### config.mk
export PLATFORM = sky130hd
export DESIGN_NAME = mst_ctrl
export DESIGN_NICKNAME = d
export VERILOG_FILES = /design/src/rtl/mst_pkg.sv /design/src/rtl/mst_ctrl.sv
export VERILOG_INCLUDE_DIRS = /design/src /design/src/rtl
export SDC_FILE = /design/constraint.sdc
export NUM_CORES = 1
export LEC_CHECK = 0
export BUFFER_PORTS_ARGS = -buffer_cell sky130_fd_sc_hd__clkbuf_2
export CAP_MARGIN = 25
export CORE_AREA = 8 8 45 47
export CTS_BUF_LIST = sky130_fd_sc_hd__clkbuf_4 sky130_fd_sc_hd__clkbuf_8
export CTS_CLUSTER_DIAMETER = 50
export CTS_CLUSTER_SIZE = 30
export DETAILED_ROUTE_END_ITERATION = 8
export DIE_AREA = 0 0 53 55
export PLACE_DENSITY = 0.6
export SETUP_SLACK_MARGIN = 0.05
export SYNTH_ARGS = -nofsm -noshare
export SYNTH_HDL_FRONTEND = slang
export SYNTH_SLANG_ARGS = --single-unit
### constraint.sdc
create_clock -name i_clk -period 1.9 [get_ports i_clk]
set_input_delay 0.38 -clock i_clk [delete_from_list [all_inputs] [get_ports i_clk]]
set_output_delay 0.38 -clock i_clk [all_outputs]
set_load 0.05 [all_outputs]
### src/rtl/message_slot_table_core_defines.svh
// Assertion macros shared by the datapath and controller RTL files.
`ifndef MESSAGE_SLOT_TABLE_CORE_DEFINES_SVH
`define MESSAGE_SLOT_TABLE_CORE_DEFINES_SVH
`ifndef ASSERT_OFF
`define MST_ASSERT_IMP(label, clk, rst_n, cond, msg) \
    label: assert property (@(posedge clk) disable iff (!rst_n) (cond)) else $error(msg);
`define MST_ASSERT_NOW(label, clk, rst_n, cond, msg) \
    label: assert property (@(posedge clk) (cond)) else $error(msg);
`else
`define MST_ASSERT_IMP(label, clk, rst_n, cond, msg)
`define MST_ASSERT_NOW(label, clk, rst_n, cond, msg)
`endif
`endif

### src/rtl/mst_pkg.sv
package mst_pkg;
    localparam int CALL_W = 48;
    localparam int TIME_W = 32;
    localparam int TAG_W = 2;
    localparam int MAX_OUT = 16;

    localparam logic [1:0] TAG_ERASABLE = 2'd0;
    localparam logic [1:0] TAG_UNSENT = 2'd1;
    localparam logic [1:0] TAG_SENT = 2'd2;

    localparam logic [1:0] KIND_SWEEP = 2'd0;
    localparam logic [1:0] KIND_STORE = 2'd1;
    localparam logic [1:0] KIND_ASK = 2'd2;
    localparam logic [1:0] KIND_LIST = 2'd3;

    localparam logic [2:0] ST_STORED = 3'd0;
    localparam logic [2:0] ST_FULL = 3'd1;
    localparam logic [2:0] ST_QUOTA = 3'd2;
    localparam logic [2:0] ST_LONG = 3'd3;
    localparam logic [2:0] ST_FOUND = 3'd4;
    localparam logic [2:0] ST_NONE = 3'd5;
    localparam logic [2:0] ST_ENTRY = 3'd6;
    localparam logic [2:0] ST_EMPTY = 3'd7;

    localparam logic [1:0] CFG_SENT_EXP = 2'd0;
    localparam logic [1:0] CFG_UNSENT_EXP = 2'd1;
    localparam logic [1:0] CFG_QUOTA = 2'd2;
    localparam logic [1:0] CFG_MAXLEN = 2'd3;

    // Controller to datapath.
    typedef struct packed {
        logic load;      // capture the input word, clear scan accumulators
        logic scan;      // examine slot at the scan index
        logic commit;    // apply the store or ask update
        logic emit;      // present a result word
        logic adv;       // advance the scan index
    } t_cmd;

    // Datapath to controller.
    typedef struct packed {
        logic       scan_end;   // scan index is on the last slot
        logic       list_hit;   // slot under scan is live and listable
        logic       list_more;  // a listable live slot lies beyond the scan index
        logic       out_busy;   // output register still holds a word
    } t_stat;
endpackage

### src/rtl/mst_ctrl.sv
`include "message_slot_table_core_defines.svh"
module mst_ctrl (
    input  logic           i_clk,
    input  logic           i_rst_n,
    input  logic           i_in_valid,
    output logic           o_in_ready,
    input  logic [1:0]     i_kind,
    input  mst_pkg::t_stat i_stat,
    output mst_pkg::t_cmd  o_cmd
);
    import mst_pkg::*;

    typedef enum logic [4:0] {
        S_IDLE = 5'b00001,
        S_SCAN = 5'b00010,
        S_DONE = 5'b00100,
        S_LIST = 5'b01000,
        S_EMIT = 5'b10000
    } t_state;

    t_state r_state, n_state;
    logic [1:0] r_kind;

    always_comb begin
        n_state = r_state;
        o_cmd = '0;
        o_in_ready = 1'b0;
        case (r_state)
            S_IDLE: begin
                o_in_ready = 1'b1;
                if (i_in_valid) begin
                    o_cmd.load = 1'b1;
                    n_state = (i_kind == KIND_LIST) ? S_LIST : S_SCAN;
                end
            end
            S_SCAN: begin
                o_cmd.scan = 1'b1;
                o_cmd.adv = !i_stat.scan_end;
                if (i_stat.scan_end) n_state = (r_kind == KIND_SWEEP) ? S_IDLE : S_DONE;
            end
            S_DONE: begin
                if (!i_stat.out_busy) begin
                    o_cmd.emit = 1'b1;
                    o_cmd.commit = 1'b1;
                    n_state = S_IDLE;
                end
            end
            S_LIST: begin
                if (i_stat.list_hit) begin
                    n_state = S_EMIT;
                end else if (i_stat.list_more) begin
                    o_cmd.adv = 1'b1;
                end else begin
                    n_state = S_EMIT;
                end
            end
            S_EMIT: begin
                if (!i_stat.out_busy) begin
                    o_cmd.emit = 1'b1;
                    if (i_stat.list_hit && i_stat.list_more) begin
                        o_cmd.adv = 1'b1;
                        n_state = S_LIST;
                    end else begin
                        n_state = S_IDLE;
                    end
                end
            end
            default: n_state = S_IDLE;
        endcase
    end

    always_ff @(posedge i_clk) begin
        if (!i_rst_n) begin
            r_state <= S_IDLE;
            r_kind <= KIND_SWEEP;
        end else begin
            r_state <= n_state;
            if (o_cmd.load) r_kind <= i_kind;
        end
    end

    `MST_ASSERT_IMP(a_one_hot, i_clk, i_rst_n, $onehot(r_state), "state not one-hot")
    `MST_ASSERT_IMP(a_load_idle, i_clk, i_rst_n, !(o_cmd.load && r_state != S_IDLE), "load outside idle")
    `MST_ASSERT_IMP(a_commit_emit, i_clk, i_rst_n, o_cmd.commit == (o_cmd.emit && r_state == S_DONE), "commit without emit")
endmodule

==> run metrics <==
core outline area=0.001384 mm2; total power=0.0005598 W; final design utilization=60.31%; CTS tree=done; Final WS setup=26.37 ps; Crit Path Class=reg -> out; Die X=53 um; clk sinks=7; worst r2r src=r_state[0]; Synth Net Count=69; Non-Filler Instances=102; PwrDens=670.8 mW/mm2; # IOs=15; count leader, synth=dfxtp_1; Compound-Gate Fraction of Synth Area=18.72%; drt wl/cell=15.96 um; Detailed Route Iter0 Violations=13; Routed Antenna Nets=0; nets@finish=96; TNS Setup=0 ps; port buffer count=14; Residual DRC=0; Crit. End Element=output port; first-pass GRT wire length=between 2000 and 3000 um; Final Critical Period=1874 ps; final setup vio count=0; Post-synth EDFFs=0; Final Max Slew Viols=0; DR vias/cell=roughly 5.6; RSZ-0062 raised after global routing=true; multiplexer area fraction after synthesis=5.687%; final hold violations=0; initial antenna violation count=0; DRT Wirelength=1628 um; CP startpoint kind=flop; Async S/R FF share, synth=0%; hold_sp=i_kind[0]; pre-CTS setup slack=119.1 ps; DR vias=576; post-synthesis xor/xnor area fraction=1.659%; clock latency on the worst-skew pair=260 ps; largest net degree at the start of global routing=8; row cnt=14; Avg Cell Area, Syn=8.800 um2; skew final=13.43 ps; CP max FO=4; post-synthesis instance area=528.0 um2; Die Span Y=roughly 55 um; grt ovf=0; total number of yosys warnings=0; max-cap violation count=0; Hold Buf Count CTS=0; Synth cell types=35; area delta synth->final=58.06%; DP HPWL=1129 um; Post-synth top cells=7 x dfxtp_1, 6 x nand2_1, 5 x inv_1, 4 x nand3_1; Seq cells post-synth=7; Critical Path RT=1520 ps; register area share after synthesis=26.54%; Inst Count DP=just over 90; arrival time of the worst setup path=1490 ps; fmax=~530 MHz; Root Buffer=clkbuf_4; clock transition at the registers of the reported paths=60 ps; simple-gate share of the synthesized area=42.89%; top post-synthesis cells by area=dfxtp_1 27%, mux2i_1 5.7%, nand2_1 4.3%; H-tree depth=1; Initial Utilization=38.16%; die area=0.002915 mm2; drt first pass iters=4; Hold Path Class=in -> reg; top_reg_cell synth=dfxtp_1; Yosys top cell by area=dfxtp_1; gr usage total=between 10% and 20%; vias in the first global route=556; Longest Clk Path Bufs=2; Synth top area share=26.54%; hold path depth=3; status=completed; Slew headroom=73.85%; fin crit share=98.61%; fraction of layout cells with a size suffix above 1=58.14%; n_diodes=0; cell count after synthesis=60; Worst IR Drop VDD=between 500 and 600 uV; Leak Pwr=0.3686 nW; total CTS buffers=3; Worst Setup SP=r_state[0]; GPL Wtd Cong=0.8257; Slew @ Worst Pin=between 300 and 400 ps; Register-to-Register Path Depth=5; largest family of logic cells by synthesized area=simple AND/OR/NAND/NOR gates; post-synthesis adder-cell area fraction=0%
routing by layer:
layer / routed length, um / share of wire [%] / vias up / track usage [%]
met4: 21 / 1.3 / 0 / 6.466
met1: 653 / 40 / 276 / 13.02
met5: 0 / 0 / - / 0
met3: 113 / 6.9 / 4 / 3.209
met2: 840 / 52 / 21 / 20.31
li1: - / - / 275 / -
area by class of cell:
class,count,area [um2]
repair buffers,23,183.9
flip-flops and latches,7,148.9
well taps,16,20.02
clock inverters,1,5.005
multi-input cells,47,435.4
inverters,5,18.77
clock buffers,3,22.52
fillers,132,549.3
cells in the final DEF (no fill, tap or decap), types with 3 or more instances in the layout:
cell type,netlist,layout
buf_4,0,9
buf_6,0,3
clkbuf_2,0,8
clkbuf_4,0,3
dfxtp_2,0,4
inv_1,5,5
mux2i_1,3,3
nand2_1,6,5
nand3_2,1,3
nor2_1,3,3
stage by stage:
stage	hold WS, ps	cell area [um2]
final	378.4	834.6
after global placement	488.2	660.6
after global routing	408.6	834.6
after CTS	371.1	788.3
after floorplan	464.1	545.5
after detailed placement	496.9	660.6
logic make-up (layout without fill, tap and decap cells):
family	after synthesis	count (layout)
xor gates and xnor gates	1	1
buffers and inverters	6	32
AOI/OAI and AO/OA	12	12
and+or+nand+nor	31	31
muxes	3	3
DFF	7	7
final timing paths:
kind,to,slack [ps]
setup reg to reg,r_state[2],370
setup / recovery,o_cmd[0],30
hold / removal,r_kind[0],380
hold reg to reg,r_kind[1],510
what timing repair did:
action / 4_1_cts / 5_1_grt
buffers inserted: 4 / 1
setup endpoints to repair: 5 / 6
endpoints found under the hold margin: 0 / 0
pin swaps: 1 / 4
gates resized for setup: 18 / 13
flip-flops by register name, indices dropped and copies added, names as in the netlist:
signal   flops
r_kind       2
r_state      5
worst max-delay path, cell delays in order (launching register included):
cell       delay (ps)
dfxtp_4           360
buf_6             110
nor4_4            300
nand2_2           150
o2bb2ai_4         150
buf_8             150
where the power goes:
part	total (W)	switching, W	internal (W)
Sequential	0.000177	0.0000160	0.000161
Combinational	0.000246	0.000140	0.000105
Clock	0.000137	0.0000599	0.0000772
(Power assumes the default switching activity.)
